`src/hw/rtl/i2p_pkg.sv`:
```
// Package for the infix-to-postfix converter: character codes, cell operations,
// precedence and operand classification shared by the stack cells and the core.
// No dependencies.
package i2p_pkg;

	localparam int STACK_DEPTH_DEF = 32;
	localparam int CHAR_W          = 8;

	localparam logic [CHAR_W-1:0] CH_PLUS   = 8'h2B;
	localparam logic [CHAR_W-1:0] CH_MINUS  = 8'h2D;
	localparam logic [CHAR_W-1:0] CH_STAR   = 8'h2A;
	localparam logic [CHAR_W-1:0] CH_SLASH  = 8'h2F;
	localparam logic [CHAR_W-1:0] CH_PCT    = 8'h25;
	localparam logic [CHAR_W-1:0] CH_CARET  = 8'h5E;
	localparam logic [CHAR_W-1:0] CH_LPAREN = 8'h28;
	localparam logic [CHAR_W-1:0] CH_RPAREN = 8'h29;

	typedef logic [CHAR_W-1:0] char_t;
	typedef logic [1:0]        prec_t;

	typedef enum logic [1:0] {
		CELL_HOLD,
		CELL_PUSH,
		CELL_POP
	} cell_op_t;

	function automatic prec_t prec_of(input char_t c);
		prec_t p;
		case (c)
			CH_PLUS, CH_MINUS:          p = 2'd1;
			CH_STAR, CH_SLASH, CH_PCT:  p = 2'd2;
			CH_CARET:                   p = 2'd3;
			default:                    p = 2'd0;
		endcase
		return p;
	endfunction

	function automatic logic is_operand(input char_t c);
		return ((c >= 8'h61) && (c <= 8'h7A)) || ((c >= 8'h41) && (c <= 8'h5A)) ||
		       ((c >= 8'h30) && (c <= 8'h39));
	endfunction

endpackage

```
`src/hw/rtl/i2p_cell.sv`:
```
// One entry of the shifting operator stack: takes the entry above on a push,
// the entry below on a pop, and holds otherwise.
// Depends on i2p_pkg.
module i2p_cell import i2p_pkg::*; (
	input  logic     clk,
	input  cell_op_t op,
	input  char_t    from_above,
	input  char_t    from_below,
	output char_t    data
);

	char_t data_q;

	always_ff @(posedge clk) begin
		case (op)
			CELL_PUSH: data_q <= from_above;
			CELL_POP:  data_q <= from_below;
			default:   data_q <= data_q;
		endcase
	end

	assign data = data_q;

endmodule

```
`src/hw/rtl/infix_to_postfix_converter_core.sv`:
```
// Channel   Dir  tdata                        tuser        tlast
// s_axis    in   [7:0] in_char                -            last_char
// m_axis    out  [7:0] out_char, [8] overflow char_valid   end_of_expr
//
// Operand, '(' and ignored characters are handled in the idle state. ')' and
// operators pass through a pop state that emits the operators it pops. A last
// item then flushes the entries left on the stack, or sends a bare end marker
// when the stack is empty and the item emitted no character. Pops run from
// the top cell of the stack chain, one per cycle, gated by the output register.
// Input is ready only in the idle state with the output register free.
// Reset clears the entry count, the overflow flag and the control state; stack
// cells are not cleared. A stalled output holds the pop sequence in place.
// Depends on i2p_pkg and i2p_cell.
module infix_to_postfix_converter_core import i2p_pkg::*; #(
	parameter int STACK_DEPTH = STACK_DEPTH_DEF
) (
	input  logic        clk,
	input  logic        arst_n,
	input  logic        s_axis_tvalid,
	output logic        s_axis_tready,
	input  logic [7:0]  s_axis_tdata,   // [7:0] in_char
	input  logic        s_axis_tlast,   // last_char
	output logic        m_axis_tvalid,
	input  logic        m_axis_tready,
	output logic [15:0] m_axis_tdata,   // [7:0] out_char, [8] overflow, zero above
	output logic        m_axis_tuser,   // char_valid
	output logic        m_axis_tlast    // end_of_expr
);

	localparam int CNT_W = $clog2(STACK_DEPTH + 1);

	localparam logic [1:0] ST_IDLE      = 2'd0;
	localparam logic [1:0] ST_POP_CLOSE = 2'd1;
	localparam logic [1:0] ST_POP_OP    = 2'd2;
	localparam logic [1:0] ST_FLUSH     = 2'd3;

	logic [1:0]       state_q, state_d;
	logic [CNT_W-1:0] cnt_q, cnt_d;
	logic             ovf_q, ovf_d;
	logic             emitted_q, emitted_d;
	char_t            c_q, c_d;
	logic             last_q, last_d;

	logic             out_v_q;
	char_t            out_char_q;
	logic             out_cv_q, out_eoe_q, out_ovf_q;

	cell_op_t         op;
	char_t            push_char;
	char_t            cells [STACK_DEPTH];

	logic             emit, e_cv, e_eoe;
	char_t            e_char;
	logic             out_free, accept, cnt_zero, cnt_full, cnt_one, cnt_two;
	char_t            top_char, second_char, in_c;

	genvar gi;
	generate
		for (gi = 0; gi < STACK_DEPTH; gi++) begin : g_cell
			char_t above, below;
			if (gi == 0) begin : g_top
				assign above = push_char;
			end else begin : g_mid
				assign above = cells[gi-1];
			end
			if (gi == STACK_DEPTH - 1) begin : g_bot
				assign below = '0;
			end else begin : g_up
				assign below = cells[gi+1];
			end
			i2p_cell u_cell (
				.clk        (clk),
				.op         (op),
				.from_above (above),
				.from_below (below),
				.data       (cells[gi])
			);
		end
	endgenerate

	assign top_char    = cells[0];
	assign second_char = cells[1];
	assign cnt_zero    = (cnt_q == '0);
	assign cnt_full    = (cnt_q == CNT_W'(STACK_DEPTH));
	assign cnt_one     = (cnt_q == CNT_W'(1));
	assign cnt_two     = (cnt_q == CNT_W'(2));
	assign out_free    = !out_v_q || m_axis_tready;
	assign s_axis_tready = (state_q == ST_IDLE) && out_free;
	assign accept      = s_axis_tvalid && s_axis_tready;
	assign in_c        = s_axis_tdata;

	always_comb begin
		state_d   = state_q;
		cnt_d     = cnt_q;
		ovf_d     = ovf_q;
		emitted_d = emitted_q;
		c_d       = c_q;
		last_d    = last_q;
		op        = CELL_HOLD;
		push_char = c_q;
		emit      = 1'b0;
		e_char    = top_char;
		e_cv      = 1'b1;
		e_eoe     = 1'b0;
		unique case (state_q)
			ST_IDLE: begin
				if (accept) begin
					c_d       = in_c;
					last_d    = s_axis_tlast;
					emitted_d = 1'b0;
					push_char = in_c;
					if (is_operand(in_c)) begin
						emit   = 1'b1;
						e_char = in_c;
						e_eoe  = s_axis_tlast && cnt_zero;
						if (s_axis_tlast) begin
							if (cnt_zero) ovf_d = 1'b0;
							else          state_d = ST_FLUSH;
						end
					end else if (in_c == CH_LPAREN) begin
						if (cnt_full) begin
							ovf_d = 1'b1;
						end else begin
							op    = CELL_PUSH;
							cnt_d = cnt_q + CNT_W'(1);
						end
						if (s_axis_tlast) state_d = ST_FLUSH;
					end else if (in_c == CH_RPAREN) begin
						state_d = ST_POP_CLOSE;
					end else if (prec_of(in_c) != 2'd0) begin
						state_d = ST_POP_OP;
					end else if (s_axis_tlast) begin
						state_d = ST_FLUSH;
					end
				end
			end
			ST_POP_CLOSE: begin
				if (cnt_zero) begin
					state_d = last_q ? ST_FLUSH : ST_IDLE;
				end else if (top_char == CH_LPAREN) begin
					op      = CELL_POP;
					cnt_d   = cnt_q - CNT_W'(1);
					state_d = last_q ? ST_FLUSH : ST_IDLE;
				end else if (out_free) begin
					emit      = 1'b1;
					e_eoe     = last_q && (cnt_one || (cnt_two && second_char == CH_LPAREN));
					emitted_d = 1'b1;
					op        = CELL_POP;
					cnt_d     = cnt_q - CNT_W'(1);
					if (last_q && cnt_one) begin
						ovf_d   = 1'b0;
						state_d = ST_IDLE;
					end
				end
			end
			ST_POP_OP: begin
				if (!cnt_zero && top_char != CH_LPAREN && prec_of(c_q) <= prec_of(top_char)) begin
					if (out_free) begin
						emit      = 1'b1;
						emitted_d = 1'b1;
						op        = CELL_POP;
						cnt_d     = cnt_q - CNT_W'(1);
					end
				end else begin
					if (cnt_full) begin
						ovf_d = 1'b1;
					end else begin
						op    = CELL_PUSH;
						cnt_d = cnt_q + CNT_W'(1);
					end
					state_d = last_q ? ST_FLUSH : ST_IDLE;
				end
			end
			ST_FLUSH: begin
				if (!cnt_zero) begin
					if (out_free) begin
						emit  = 1'b1;
						e_eoe = cnt_one;
						op    = CELL_POP;
						cnt_d = cnt_q - CNT_W'(1);
						if (cnt_one) begin
							ovf_d   = 1'b0;
							state_d = ST_IDLE;
						end
					end
				end else if (emitted_q) begin
					ovf_d   = 1'b0;
					state_d = ST_IDLE;
				end else if (out_free) begin
					emit    = 1'b1;
					e_char  = '0;
					e_cv    = 1'b0;
					e_eoe   = 1'b1;
					ovf_d   = 1'b0;
					state_d = ST_IDLE;
				end
			end
			default: state_d = ST_IDLE;
		endcase
	end

	always_ff @(posedge clk or negedge arst_n) begin
		if (!arst_n) begin
			state_q   <= ST_IDLE;
			cnt_q     <= '0;
			ovf_q     <= 1'b0;
			emitted_q <= 1'b0;
			last_q    <= 1'b0;
			out_v_q   <= 1'b0;
		end else begin
			state_q   <= state_d;
			cnt_q     <= cnt_d;
			ovf_q     <= ovf_d;
			emitted_q <= emitted_d;
			last_q    <= last_d;
			if (emit)               out_v_q <= 1'b1;
			else if (m_axis_tready) out_v_q <= 1'b0;
		end
	end

	always_ff @(posedge clk) begin
		c_q <= c_d;
		if (emit) begin
			out_char_q <= e_char;
			out_cv_q   <= e_cv;
			out_eoe_q  <= e_eoe;
			out_ovf_q  <= ovf_q;
		end
	end

	assign m_axis_tvalid = out_v_q;
	assign m_axis_tdata  = {7'd0, out_ovf_q, out_char_q};
	assign m_axis_tuser  = out_cv_q;
	assign m_axis_tlast  = out_eoe_q;

endmodule

```
`config.mk`:
```
export PLATFORM = sky130hd
export DESIGN_NAME = infix_to_postfix_converter_core
export DESIGN_NICKNAME = d
export VERILOG_FILES = /design/src/hw/rtl/i2p_pkg.sv /design/src/hw/rtl/i2p_cell.sv /design/src/hw/rtl/infix_to_postfix_converter_core.sv
export SDC_FILE = /design/constraint.sdc
export NUM_CORES = 1
export LEC_CHECK = 0
export CAP_MARGIN = 20
export CORE_ASPECT_RATIO = 1.5
export CORE_MARGIN = 1
export CORE_UTILIZATION = 40
export DETAILED_ROUTE_END_ITERATION = 7
export DONT_BUFFER_PORTS = 1
export GPL_TIMING_DRIVEN = 0
export HOLD_SLACK_MARGIN = 0.1
export SLEW_MARGIN = 0
export SYNTH_ARGS = -nofsm -noshare
export SYNTH_HDL_FRONTEND = slang
export SYNTH_HIERARCHICAL = 1
export SYNTH_SLANG_ARGS = --single-unit
```
`constraint.sdc`:
```
create_clock -name clk -period 5.7 [get_ports clk]
set_input_delay 1.14 -clock clk [delete_from_list [all_inputs] [get_ports clk]]
set_output_delay 1.14 -clock clk [all_outputs]
set_load 0.02 [all_outputs]
```
After elaboration in Yosys (flattened, before gate mapping)
Index checks and enable logic that the tools add are counted.
- flip-flop bits (word level): 287
- latch bits: 0
- memories: 0
- memory bits (writable): 0
- word-level logic and storage cells: 272
- input port bits: 13
- ROM bits: 0
- $add $sub $neg: 2
- multiplexer cells: 133
- multiply operators: 0
- equality and inequality tests: 50
- order comparisons: 7
- shift-type cells: 0
- div/mod/pow operators: 0
- bitwise operators: 2
- reductions and logical operators: 35
- operator list (cell ; number):
    case mux 8 bit (2 select lines) ; 33
    equality test 8 x 6 -> 1 bit (second input constant) ; 19
    two-way mux 2 bit ; 31
    two-way mux 8 bit ; 7
    two-way mux 6 bit ; 9
    two-way mux 1 bit ; 43
    equality test 8 x 7 -> 1 bit (second input constant) ; 3
    case mux 6 bit (4 select lines) ; 1
    != test 2 bit (second input constant) ; 9
    != test 3 bit (second input constant) ; 6
    case mux 2 bit (3 select lines) ; 3
    greater-or-equal comparator 8 x 7 -> 1 bit (second input constant) ; 2
    less-or-equal comparator 8 x 7 -> 1 bit (second input constant) ; 2
    case mux 2 bit (4 select lines) ; 2
    AND reduction 12 bit ; 1
    OR reduction 3 bit ; 4
    logical AND 1 bit ; 11
    AND reduction 5 bit ; 2
    AND reduction 9 bit ; 1
    greater-or-equal comparator 8 x 6 -> 1 bit (second input constant) ; 1
    less-or-equal comparator 8 x 6 -> 1 bit (second input constant) ; 1
    != test 4 bit (second input constant) ; 2
    != test 8 x 6 -> 1 bit (second input constant) ; 1
    case mux 1 bit (4 select lines) ; 2
    other kinds (20) ; 33

Depth between registers and ports, before layout
Gate-level depths: netlist (run 1).
- word-level depth: 15
- gate-level depth with buffers: 15
- depth with buffers taken out: 13

By module
The synthesis (run 1) kept the hierarchy.
- by module, submodules not included (module ; area an instance (um^2) ; times used ; cells each):
    i2p_cell ; 391.6 ; 32 ; 20
    infix_to_postfix_converter_core ; 2647.5 ; 1 ; 322

Worst setup path after synthesis (run 1)
OpenSTA, ideal clock, no wires.
- path type: register to register
- from: reg g_cell[0].u_cell.data_q[4]
- to: reg g_cell[0].u_cell.data_q[0], data pin
- arrival time: 4.393 ns
- data required time: 5.440 ns
- path buffers: 1
- period minus slack after synthesis: 4.654 ns
- path slack: 1.046 ns
- stages on the path, launching flop included: 14
- setup time: 0.260 ns
- path through: edfxtp_1 > nor4b_4 > nand4b_1 > nor2_1 > a21oi_1 > ha_1 > nor2b_1 > o21ai_0 > and2_1 > a31oi_1 > nor2_1 > ha_1 > buf_6 > mux2_4
- word-level cells in the longest chain between the ends: 10
- elaborated cells between the ends (all ways): 22
- those cells by class: 1 x order compare; 10 x eq/ne; 7 x mux; 4 x reduce/logical
- RTL lines (what ; RTL line ; source):
    start, declared ; i2p_cell.sv:12 ; char_t data_q;
    start signal, assigned ; i2p_cell.sv:16 ; CELL_PUSH: data_q <= from_above;
    start signal, assigned ; i2p_cell.sv:17 ; CELL_POP: data_q <= from_below;
    start signal, assigned ; i2p_cell.sv:18 ; default: data_q <= data_q;
    equality test 8 x 6 -> 1 bit ; i2p_pkg.sv:29 ; case (c)
    OR reduction 3 bit or OR reduction 2 bit (tied branches) ; i2p_pkg.sv:29 ;
    case mux 2 bit (3 select lines) ; i2p_pkg.sv:29 ;
    two-way mux 2 bit ; infix_to_postfix_converter_core.sv:105 ; unique case (state_q)
    less-or-equal comparator 2 bit ; infix_to_postfix_converter_core.sv:157 ; if (!cnt_zero && top_char != CH_LPAREN && prec_of(c_q) <= prec_of(top_char)) begin
    logical AND 1 bit ; infix_to_postfix_converter_core.sv:157 ;
    two-way mux 2 bit ; infix_to_postfix_converter_core.sv:157 ;
    case mux 2 bit (4 select lines) (*) ; infix_to_postfix_converter_core.sv:105 ;
    net op[1] ; infix_to_postfix_converter_core.sv:48 ; cell_op_t op;
    equality test 2 bit or equality test 2 x 1 -> 1 bit (tied branches) ; i2p_cell.sv:15 ; case (op)
    case mux 8 bit (2 select lines) (*) ; i2p_cell.sv:15 ;
Mark *: on every way through the listed nets, which the timed path passes. The rest lies on a longest branch. The select of a mux whose other input is x is not followed.
A chain may end at the register's enable or synchronous reset.

Worst setup path after layout (run 1)
- from: reg g_cell[0].u_cell.data_q[4]
- to: reg g_cell[1].u_cell.data_q[0], data pin
- word-level cells in the longest chain between the ends: 10
- elaborated cells between the ends (all ways): 22
- those cells by class: 1 x order compare; 10 x eq/ne; 7 x mux; 4 x reduce/logical
- RTL lines (what ; RTL line):
    equality test 8 x 6 -> 1 bit ; i2p_pkg.sv:29
    OR reduction 3 bit or OR reduction 2 bit (tied branches) ; i2p_pkg.sv:29
    case mux 2 bit (3 select lines) ; i2p_pkg.sv:29
    two-way mux 2 bit ; infix_to_postfix_converter_core.sv:105
    less-or-equal comparator 2 bit ; infix_to_postfix_converter_core.sv:157
    logical AND 1 bit ; infix_to_postfix_converter_core.sv:157
    two-way mux 2 bit ; infix_to_postfix_converter_core.sv:157
    case mux 2 bit (4 select lines) (*) ; infix_to_postfix_converter_core.sv:105
    net op[1] ; infix_to_postfix_converter_core.sv:48
    equality test 2 bit or equality test 2 x 1 -> 1 bit (tied branches) ; i2p_cell.sv:15
    case mux 8 bit (2 select lines) (*) ; i2p_cell.sv:15
    end signal, assigned ; i2p_cell.sv:16
    end signal, assigned ; i2p_cell.sv:17
    end signal, assigned ; i2p_cell.sv:18
    end, declared ; i2p_cell.sv:12
Marks and branches as above.

==> results of run 1 <==
[synth_stat cells (all sizes together), types with 3 or more instances]
| cell type | count |
|---|---|
| edfxtp | 267 |
| mux2 | 256 |
| inv | 70 |
| nand2 | 56 |
| buf | 47 |
| ha | 42 |
| o21ai | 22 |
| nor2 | 20 |
| a21oi | 15 |
| nand3 | 14 |
| dfrtp | 12 |
| nor2b | 10 |
| clkbuf | 9 |
| dfxtp | 8 |
| mux2i | 8 |
| nand4b | 6 |
| or3 | 6 |
| a31oi | 5 |
| and2 | 5 |
| nor3 | 5 |
| a21boi | 4 |
| a21o | 4 |
| a22o | 3 |
| a311oi | 3 |
| and3 | 3 |
| nand2b | 3 |
| nor4 | 3 |
| nor4b | 3 |
| nor4bb | 3 |
| o2bb2ai | 3 |
| or2 | 3 |
[layer usage]
layer / GRT usage (%) / part of all wire, %
met5: 0 / 0
met4: 5.603 / 3.1
met3: 1.890 / 2.9
met2: 27.76 / 54
met1: 17.09 / 40
[per-stage QoR]
stage	std cells	util (%)	hold WS, ns	setup WS [ns]	instance area [sq um]
floorplan	976	-	0.4257	1.046	15230
global placement	1465	42.31	0.4511	-0.8858	15840
detailed placement	1466	42.41	0.4570	0.9262	15880
CTS	1519	44.77	0.2522	0.9051	16770
global route	1519	44.77	0.2505	0.6236	16770
finish	1519	44.77	0.2819	0.9593	16770
[worst min-delay path by stage]
stage                start         end  cells after the start
CTS                 arst_n    cnt_q[3]                      0
global placement     ovf_q   out_ovf_q                      0
finish              arst_n  state_q[1]                      0
global route        arst_n  state_q[1]                      0
detailed placement   ovf_q   out_ovf_q                      0
floorplan            ovf_q   out_ovf_q                      0
[sequential cells by signal, indices dropped and copies added (netlist names)]
signal and flops:
cnt_q 6, m_axis_tlast 1, out_ovf_q 1, state_q 2, m_axis_tuser 1, out_char_q 8, g_cell.u_cell/data 256, ovf_q 1
last_q 1, emitted_q 1, m_axis_tvalid 1, c_q 8
[worst max-delay path: cells and delay by family, from the launching register on]
family / cells / cell delay (ns)
compound gates: 3 / 0.97
fa+ha+maj: 2 / 0.48
buf+inv: 2 / 0.40
flops: 1 / 0.51
mux: 1 / 0.31
simple gates: 6 / 1.80
[cell families (layout without fill, tap and decap cells)]
logic type	Yosys count	in the layout
buffers and inverters	126	180
XOR/XNOR	4	4
adder cells (fa/ha/maj)	42	42
flip-flops	287	287
AND/OR/NAND/NOR	153	153
other	1	15
AO/OA/AOI/OAI	85	85
multiplexers	264	264
[layout make-up]
type / count / area, sq um
timing repair buffer: 1 / 27.53
tap: 489 / 611.8
clock inverter: 10 / 65.06
fill: 3341 / 20680
inverter: 70 / 262.8
multi-input combinational: 563 / 6007
buffer: 56 / 493.0
clock buffer: 43 / 820.8
sequential: 287 / 8478
==> key figures, run 1 <==
STA
  • Max_slew headroom: between 30% and 40%
  • Slew Viols, Final: 0
  • Final Hold Vio Count: 0
  • Max Freq: 210.9 MHz
  • Final period utilization: 83.17%
  • Worst Skew: between 0.007 and 0.008 ns
  • Final number of setup-violating endpoints: 0
  • Tightest Pin Transition: 1.002 ns
  • Fin Setup TNS: 0 ns
  • Post-layout min period: 4.741 ns
  • RSZ-0062 raised after global routing: no

Final layout
  • Most frequent cells in the layout: edfxtp_1, mux2_4, inv_1
  • Nets: 1065
  • Share of layout cells above drive strength 1: between 30 and 40%
  • Antenna Cells: 0
  • Commonest non-fill, non-tap cell in the layout: edfxtp_1
  • P&R area growth vs syn: 10.45%

Synth
  • Mux contribution to synthesized area: between 20% and 30%
  • Syn Std Cell Area: 15180 sq um
  • Simple-gate share of the synthesized area: 5.498%
  • Library cells used by synthesis: 72
  • EDFF count, synth: 267
  • Synth Register Bits: 287
  • Compound-gate portion of the synthesized area: 4.105%
  • Synthesized instance count: 962
  • Post-synth top area share: 52.82%
  • Post-Syn Area per Cell: 15.78 sq um
  • Synth top area cells: edfxtp_1, mux2_4, ha_1
  • Synth Flop Type: edfxtp_1
  • Main combinational cell family by area after synthesis: multiplexers
  • Register area share after synthesis: 55.85%
  • Post-Synth Adder-Cell Area: 3.462%
  • Biggest area consumer among synthesized cells: edfxtp_1
  • Ys Warns: 6
  • Asr flop ratio synth: 4.181%
  • XOR/XNOR Fraction of Synth Area: 0.2308%

Setup path
  • Setup crit start: g_cell[0].u_cell/data[4]
  • Max stage delay on crit path: around 0.77 ns
  • Reg2reg end: g_cell[1].u_cell/data[0]
  • Reg2reg setup slack: 0.96 ns
  • Most frequent CP cell: ha_1
  • Worst Setup End Kind: flop
  • Slowest stage cell, crit path: o21ai_0
  • Crit start category: flop
  • CP Cell Sequence: nor4b_4, nand4b_1, nor2_1, a21oi_1, ha_1, nor2b_1, o21ai_0, and2_1, a31oi_1, nor2_4, buf_16, ha_1, buf_6, mux2_4
  • R2R depth: 14
  • Worst Path Max Fanout: 17
  • Worst endpoint required time: 5.99 ns
  • Critical Path End: g_cell[1].u_cell/data[0]
  • Worst r2r src: g_cell[0].u_cell/data[4]
  • Critical path arrival: 5.03 ns
  • Worst setup path class: flop to flop

Clock tree
  • H-Tree Depth: 1
  • Clk sink count: 287
  • Clock Tree Root: clkbuf_16
  • Post-CTS setup buffer count: 0
  • Cts repair resizes: 0
  • Clock latency on the worst-skew pair: 0.55 ns
  • CTS tree: built
  • Clock tree buffer depth: 3
  • Clock-pin slew on the worst setup and hold paths: 0.06 ns
  • Num CTS Buffers: 31
  • Hold-fix buffers at CTS: 0

Floorplan
  • Row Count: 87
  • Core area: 37450 sq um
  • IO Pins: 33
  • Starting density of the core: 40.54%
  • Die X: 161.1 microns
  • Die ar.: 38750 sq um
  • Die Y: 240.6 microns

Routing
  • Starting DRT DRC Count: around 450
  • Wirelength per Cell: 18.92 microns
  • Vias per cell: 5.056
  • Post-route ant nets: 0
  • DR vias: between 7k and 8k
  • Total Routed Length: 28740 microns
  • DRT Pass-1 Iters: 5
  • Post-route DRC violation count: 0

Place
  • IO buf count: 0
  • RePlAce Congestion: around 0.84
  • DP Wirelength: roughly 21000 microns

Global route
  • Gr usage total: 14.83%
  • Gr ovfl total: 0
  • Initial antenna violation count: 0
  • Number of global-route vias before repair: 8192
  • First-pass GRT wire length: 45310 microns
  • Largest net degree at the start of global routing: 33

Outcome
  • Outcome: complete, no violations

Run
  • Max-Cap Viols: 0

Min path
  • Hold Crit Class: input port to async pin
Power of run 1 is left out: the tool's default activity adds up to more than one toggle a clock period on the data nets, which glitch-free logic cannot reach.
==> run 2, diff against run 1 <==
clock period = 4.4 ns   (was 5.7 ns; I/O delays follow)
==> run 2 against run 1 <==
Core utilization up 0.40 points. Wire length up 1.2%. Global-route usage up 0.65 points. Clock skew up 0.013 ns.
==> key figures, run 2 (synthesis gave the netlist of run 1 again) <==
Outcome
  • Outcome: complete, no violations

Clock tree
  • Clock tree buffer depth: 3
  • Clk sink count: 287
  • Num CTS Buffers: 30
  • Clock Tree Root: clkbuf_16
  • CTS tree: built
  • H-Tree Depth: 1
  • Clock latency on the worst-skew pair: 0.57 ns
  • Clock-pin slew on the worst setup and hold paths: 0.07 ns

Final layout
  • Commonest non-fill, non-tap cell in the layout: edfxtp_1
  • Fill cell count: 3359
  • Nets: 1066
  • Max reg flops: around 260
  • Post-layout instance area: between 15000 and 20000 sq um
  • Most frequent cells in the layout: edfxtp_1, mux2_4, inv_1
  • Share of layout cells above drive strength 1: a little over a third
  • Antenna Cells: 0
  • Multi-input logic area: 6012 sq um
  • P&R area growth vs syn: 11.45%
  • Fin cells: 1524
  • Sequential cell area: 8478 sq um

Setup path
  • Worst Setup End Kind: flop
  • Worst setup path class: flop to flop
  • Setup crit start: g_cell[0].u_cell/data[4]
  • Worst Path Max Fanout: 16
  • Crit start category: flop
  • Worst endpoint required time: 4.70 ns
  • Critical path arrival: approximately 4.4 ns
  • Worst r2r src: g_cell[0].u_cell/data[4]

STA
  • Slew Viols, Final: 0
  • Worst Skew: approximately 0.021 ns
  • RSZ-0062 raised after global routing: no
  • Tightest Pin Transition: about 0.67 ns
  • Final Hold Vio Count: 0
  • Final period utilization: 92.64%
  • Max_slew headroom: approximately 55%
  • Max Freq: 245.3 MHz
  • Post-layout min period: 4.076 ns
  • Final number of setup-violating endpoints: 0
  • Final setup margin: 0.3239 ns

Routing
  • Post-route DRC violation count: 0
  • Top Layer Used: met4
  • DRT Pass-1 Iters: 5
  • Wirelength per Cell: 19.07 microns
  • Total Routed Length: between 20000 and 30000 microns
  • Vias per cell: around 5.1
  • Starting DRT DRC Count: 630
  • M1 wire length: 11610 microns
  • Met2 wire length: 15090 microns
  • Routed length on met3: between 1000 and 1500 microns
  • Post-route ant nets: 0
  • DR vias: around 7.8k

Global route
  • Number of global-route vias before repair: 8294
  • Gr ovfl total: 0
  • First-pass GRT wire length: 47150 microns
  • Gr usage total: 15.47%
  • Initial antenna violation count: 0
  • Largest net degree at the start of global routing: 33

Place
  • Placed insts: 1466
  • Placed Area: 15880 sq um
  • IO buf count: 0
  • RePlAce Congestion: 0.8742
  • DP Wirelength: 21200 microns
  • Pre-CTS setup slack: -0.4976 ns

Run
  • Max-Cap Viols: 0

Floorplan
  • Die ar.: between 30000 and 40000 sq um
  • Die Y: around 240 microns
  • Die X: 161.1 microns
  • Starting density of the core: just over 40%
  • Core area: 37450 sq um
  • Row Count: 87
  • IO Pins: 33

Min path
  • Worst Hold Launch: s_axis_tlast
  • Hold Crit Class: input port to flop
run 2: changes by cell type in the layout (fill, tap and decap cells not counted), sizes merged:
cell	delta
buf	+1
bufinv	+1
clkinvlp	+4
clkinv	-2
dlygate4sd3	+1
run 2: cell type report:
class                           instances  area share [%]
Multi-Input combinational cell        563           35.54
Timing Repair Buffer                    3          0.3402
Inverter                               70           1.553
Sequential cell                       287           50.11
Tap cell                              489           3.617
Buffer                                 56           2.914
Clock inverter                         13          0.7174
Clock buffer                           43           5.207
run 2: worst max-delay path: stages (launching register included):
cell and delay (ns):
edfxtp_1 0.51, nor4b_4 0.60, nand4b_1 0.16, nor2_1 0.12, a21oi_1 0.06, ha_1 0.31
nor2b_1 0.14, o21ai_2 0.42, and2_1 0.26, a31oi_1 0.14, nor2_4 0.24, buf_12 0.18
ha_1 0.18, buf_6 0.17, mux2_4 0.32
run 2: what timing repair did:
action	in CTS	in global routing
buffers inserted	0	1
hold endpoints to repair	12	0
setup endpoints to repair	512	512
pin swaps	0	1
hold buffers	1	0
gates resized for setup	2	1
run 2: through the flow:
stage	hold WS, ns	utilization [%]	TNS [ns]
2_1_floorplan	0.4257	-	0
3_3_place_gp	0.4527	42.32	-657.23
3_5_place_dp	0.4546	42.41	-205.77
4_1_cts	0.4067	45.12	0
5_1_grt	0.4211	45.18	0
6_report	0.4260	45.18	0
run 2: path summary, 6_finish.rpt:
kind | slack (ns) | to | cells after the start
min in group asynchronous | 0.78 | state_q[1] | 1
worst max register to register | 0.32 | g_cell[3].u_cell/data[4] | 14
worst min-delay path | 0.43 | last_q | 2
worst max-delay path | 0.32 | g_cell[3].u_cell/data[4] | 14
worst min register to register | 0.49 | c_q[7] | 2
max in group asynchronous | 3.18 | cnt_q[5] | 1
run 2: metal layers:
layer,track usage (%),vias to the layer above
met3,2.354,81
met1,18.44,3838
met4,6.718,0
li1,-,3679
met2,27.56,163
met5,0,-
Power of run 2 is left out for the same reason.
==> run 3, diff against run 2 <==
CTS_BUF_LIST = sky130_fd_sc_hd__clkbuf_2   (was unset)
==> run 3 against run 2 <==
First-iteration DRC count fell by 17%. Die area did not move. Final area fell by 0.98%. Final cell count rose by 5.8%. Worst hold slack got worse by 0.22 ns. Global-route usage rose by 0.44 points. Wire length rose by 3.4%. Critical path depth did not move.
==> key figures, run 3 (synthesis gave the netlist of run 1 again) <==
Outcome
  • Outcome: complete, no violations

Setup path
  • Setup crit start: g_cell[0].u_cell/data[6]
  • Crit start category: flop
  • Worst setup path class: flop to flop
  • Max stage delay on crit path: between 0.5 and 0.6 ns
  • Worst r2r src: g_cell[0].u_cell/data[6]
  • Most frequent CP cell: ha_1
  • Worst Path Max Fanout: 16
  • Worst Setup End Kind: flop
  • Worst endpoint required time: just under 5 ns
  • CP Buf/Inv Count: 2
  • CP top delay family: simple AND/OR/NAND/NOR gates
  • Critical path arrival: 4.70 ns
  • Slowest stage cell, crit path: edfxtp_1
  • CP Cell Sequence: nor4bb_1, nand4b_1, nand2_1, a21oi_1, ha_1, nor2b_1, o21ai_2, a21bo_2, o21ai_1, and2_4, inv_1, ha_1, buf_6, mux2_4

Global route
  • Number of global-route vias before repair: 8758
  • Initial antenna violation count: 2
  • Largest net degree at the start of global routing: 33
  • Gr ovfl total: 0
  • First-pass GRT wire length: around 48000 microns
  • Gr usage total: 15.91%

Final layout
  • Sequential cell area: 8478 sq um
  • Nets: 1121
  • Commonest non-fill, non-tap cell in the layout: edfxtp_1
  • Most frequent cells in the layout: edfxtp_1, mux2_4, clkbuf_2
  • P&R area growth vs syn: 10.36%
  • Share of layout cells above drive strength 1: 39.32%
  • Core Util, Final: 44.74%
  • Multi-input logic area: 6021 sq um
  • Fill cell count: ~3.5k
  • Max reg flops: 256

Clock tree
  • CTS tree: built
  • Clock Tree Root: clkbuf_2
  • Clock tree buffer depth: 3
  • Num CTS Buffers: 75
  • Clock latency on the worst-skew pair: 0.88 ns
  • H-Tree Depth: 3
  • Clock-pin slew on the worst setup and hold paths: 0.10 ns
  • Clk sink count: 287

Floorplan
  • Row Count: between 80 and 90
  • Core area: 37450 sq um
  • IO Pins: 33
  • Starting density of the core: between 40% and 50%
  • Die Y: roughly 240 microns
  • Die X: 161.1 microns
  • Die ar.: 38750 sq um

STA
  • Final period utilization: 93.87%
  • Max_slew headroom: a little under three fifths
  • Tightest Pin Transition: 0.6705 ns
  • Worst Skew: about 0.07 ns
  • Final Hold Vio Count: 0
  • Max Freq: 242.1 MHz
  • Slew Viols, Final: 0
  • RSZ-0062 raised after global routing: no
  • Post-layout min period: 4.130 ns
  • Final number of setup-violating endpoints: 0

Place
  • RePlAce Congestion: 0.8742
  • DP Wirelength: 21200 microns
  • IO buf count: 0

Run
  • Max-Cap Viols: 0

Routing
  • DRT Pass-1 Iters: 5
  • Starting DRT DRC Count: 522
  • Vias per cell: 4.998
  • DR vias: 8056
  • Post-route ant nets: 0
  • Wirelength per Cell: 18.64 microns
  • Post-route DRC violation count: 0
  • Total Routed Length: 30050 microns

Min path
  • Worst Hold Launch: s_axis_tdata[0]
  • Hold Crit Class: input port to flop
run 3: stage by stage:
step	setup slack [ns]	hold WS [ns]	TNS (ns)	std cells	area, sq um
finish	0.2699	0.2044	0	1612	16750
global route	0.02980	0.1129	0	1612	16750
CTS	0.07689	0.1125	0	1605	16720
detailed placement	-0.4976	0.4546	-205.77	1466	15880
global placement	-1.327	0.4527	-657.23	1465	15850
floorplan	0.1995	0.4257	0	976	15230
run 3: worst register-to-register path, stage by stage (launching register included):
cell      delay, ns
edfxtp_1       0.55
nor4bb_1       0.45
nand4b_1       0.16
nand2_1        0.08
a21oi_1        0.08
ha_1           0.31
nor2b_1        0.16
o21ai_2        0.17
a21bo_2        0.27
o21ai_1        0.43
and2_4         0.43
inv_1          0.10
ha_1           0.22
buf_6          0.15
mux2_4         0.30
run 3: layer usage:
layer | global-route usage [%] | routed length, microns | up-vias
met5 | 0 | 0 | -
met4 | 8.605 | 1082 | 0
met3 | 3.695 | 1364 | 79
met2 | 27.59 | 15640 | 204
met1 | 18.11 | 11960 | 3947
li1 | - | - | 3826
run 3: final cells by class:
| class | count | share of cell area, % |
|---|---|---|
| antenna | 4 | 0.05975 |
| clock buffer | 110 | 3.286 |
| buffer | 56 | 2.943 |
| timing repair buffer | 12 | 0.8514 |
| inverter | 70 | 1.568 |
| tap | 489 | 3.652 |
| multi-input combinational | 564 | 35.94 |
| sequential | 287 | 50.61 |
| clock inverter | 20 | 1.090 |
run 3: worst paths after layout:
path,to,cells after the start,slack (ns)
worst min register to register,out_ovf_q,0,0.48
worst min-delay path,c_q[0],2,0.20
worst max-delay path,g_cell[22].u_cell/data[7],14,0.27
worst max register to register,g_cell[22].u_cell/data[7],14,0.27
min in group asynchronous,cnt_q[5],1,0.48
max in group asynchronous,state_q[1],1,3.45
run 3: timing repair:
action / in CTS / in global routing
hold buffers: 8 / 0
gates cloned: 0 / 1
gates resized for setup: 2 / 3
setup buffers: 1 / 2
pin swaps: 1 / 1
endpoints found under the setup margin: 512 / 512
endpoints found under the hold margin: 19 / 0
Power of run 3 is left out for the same reason.
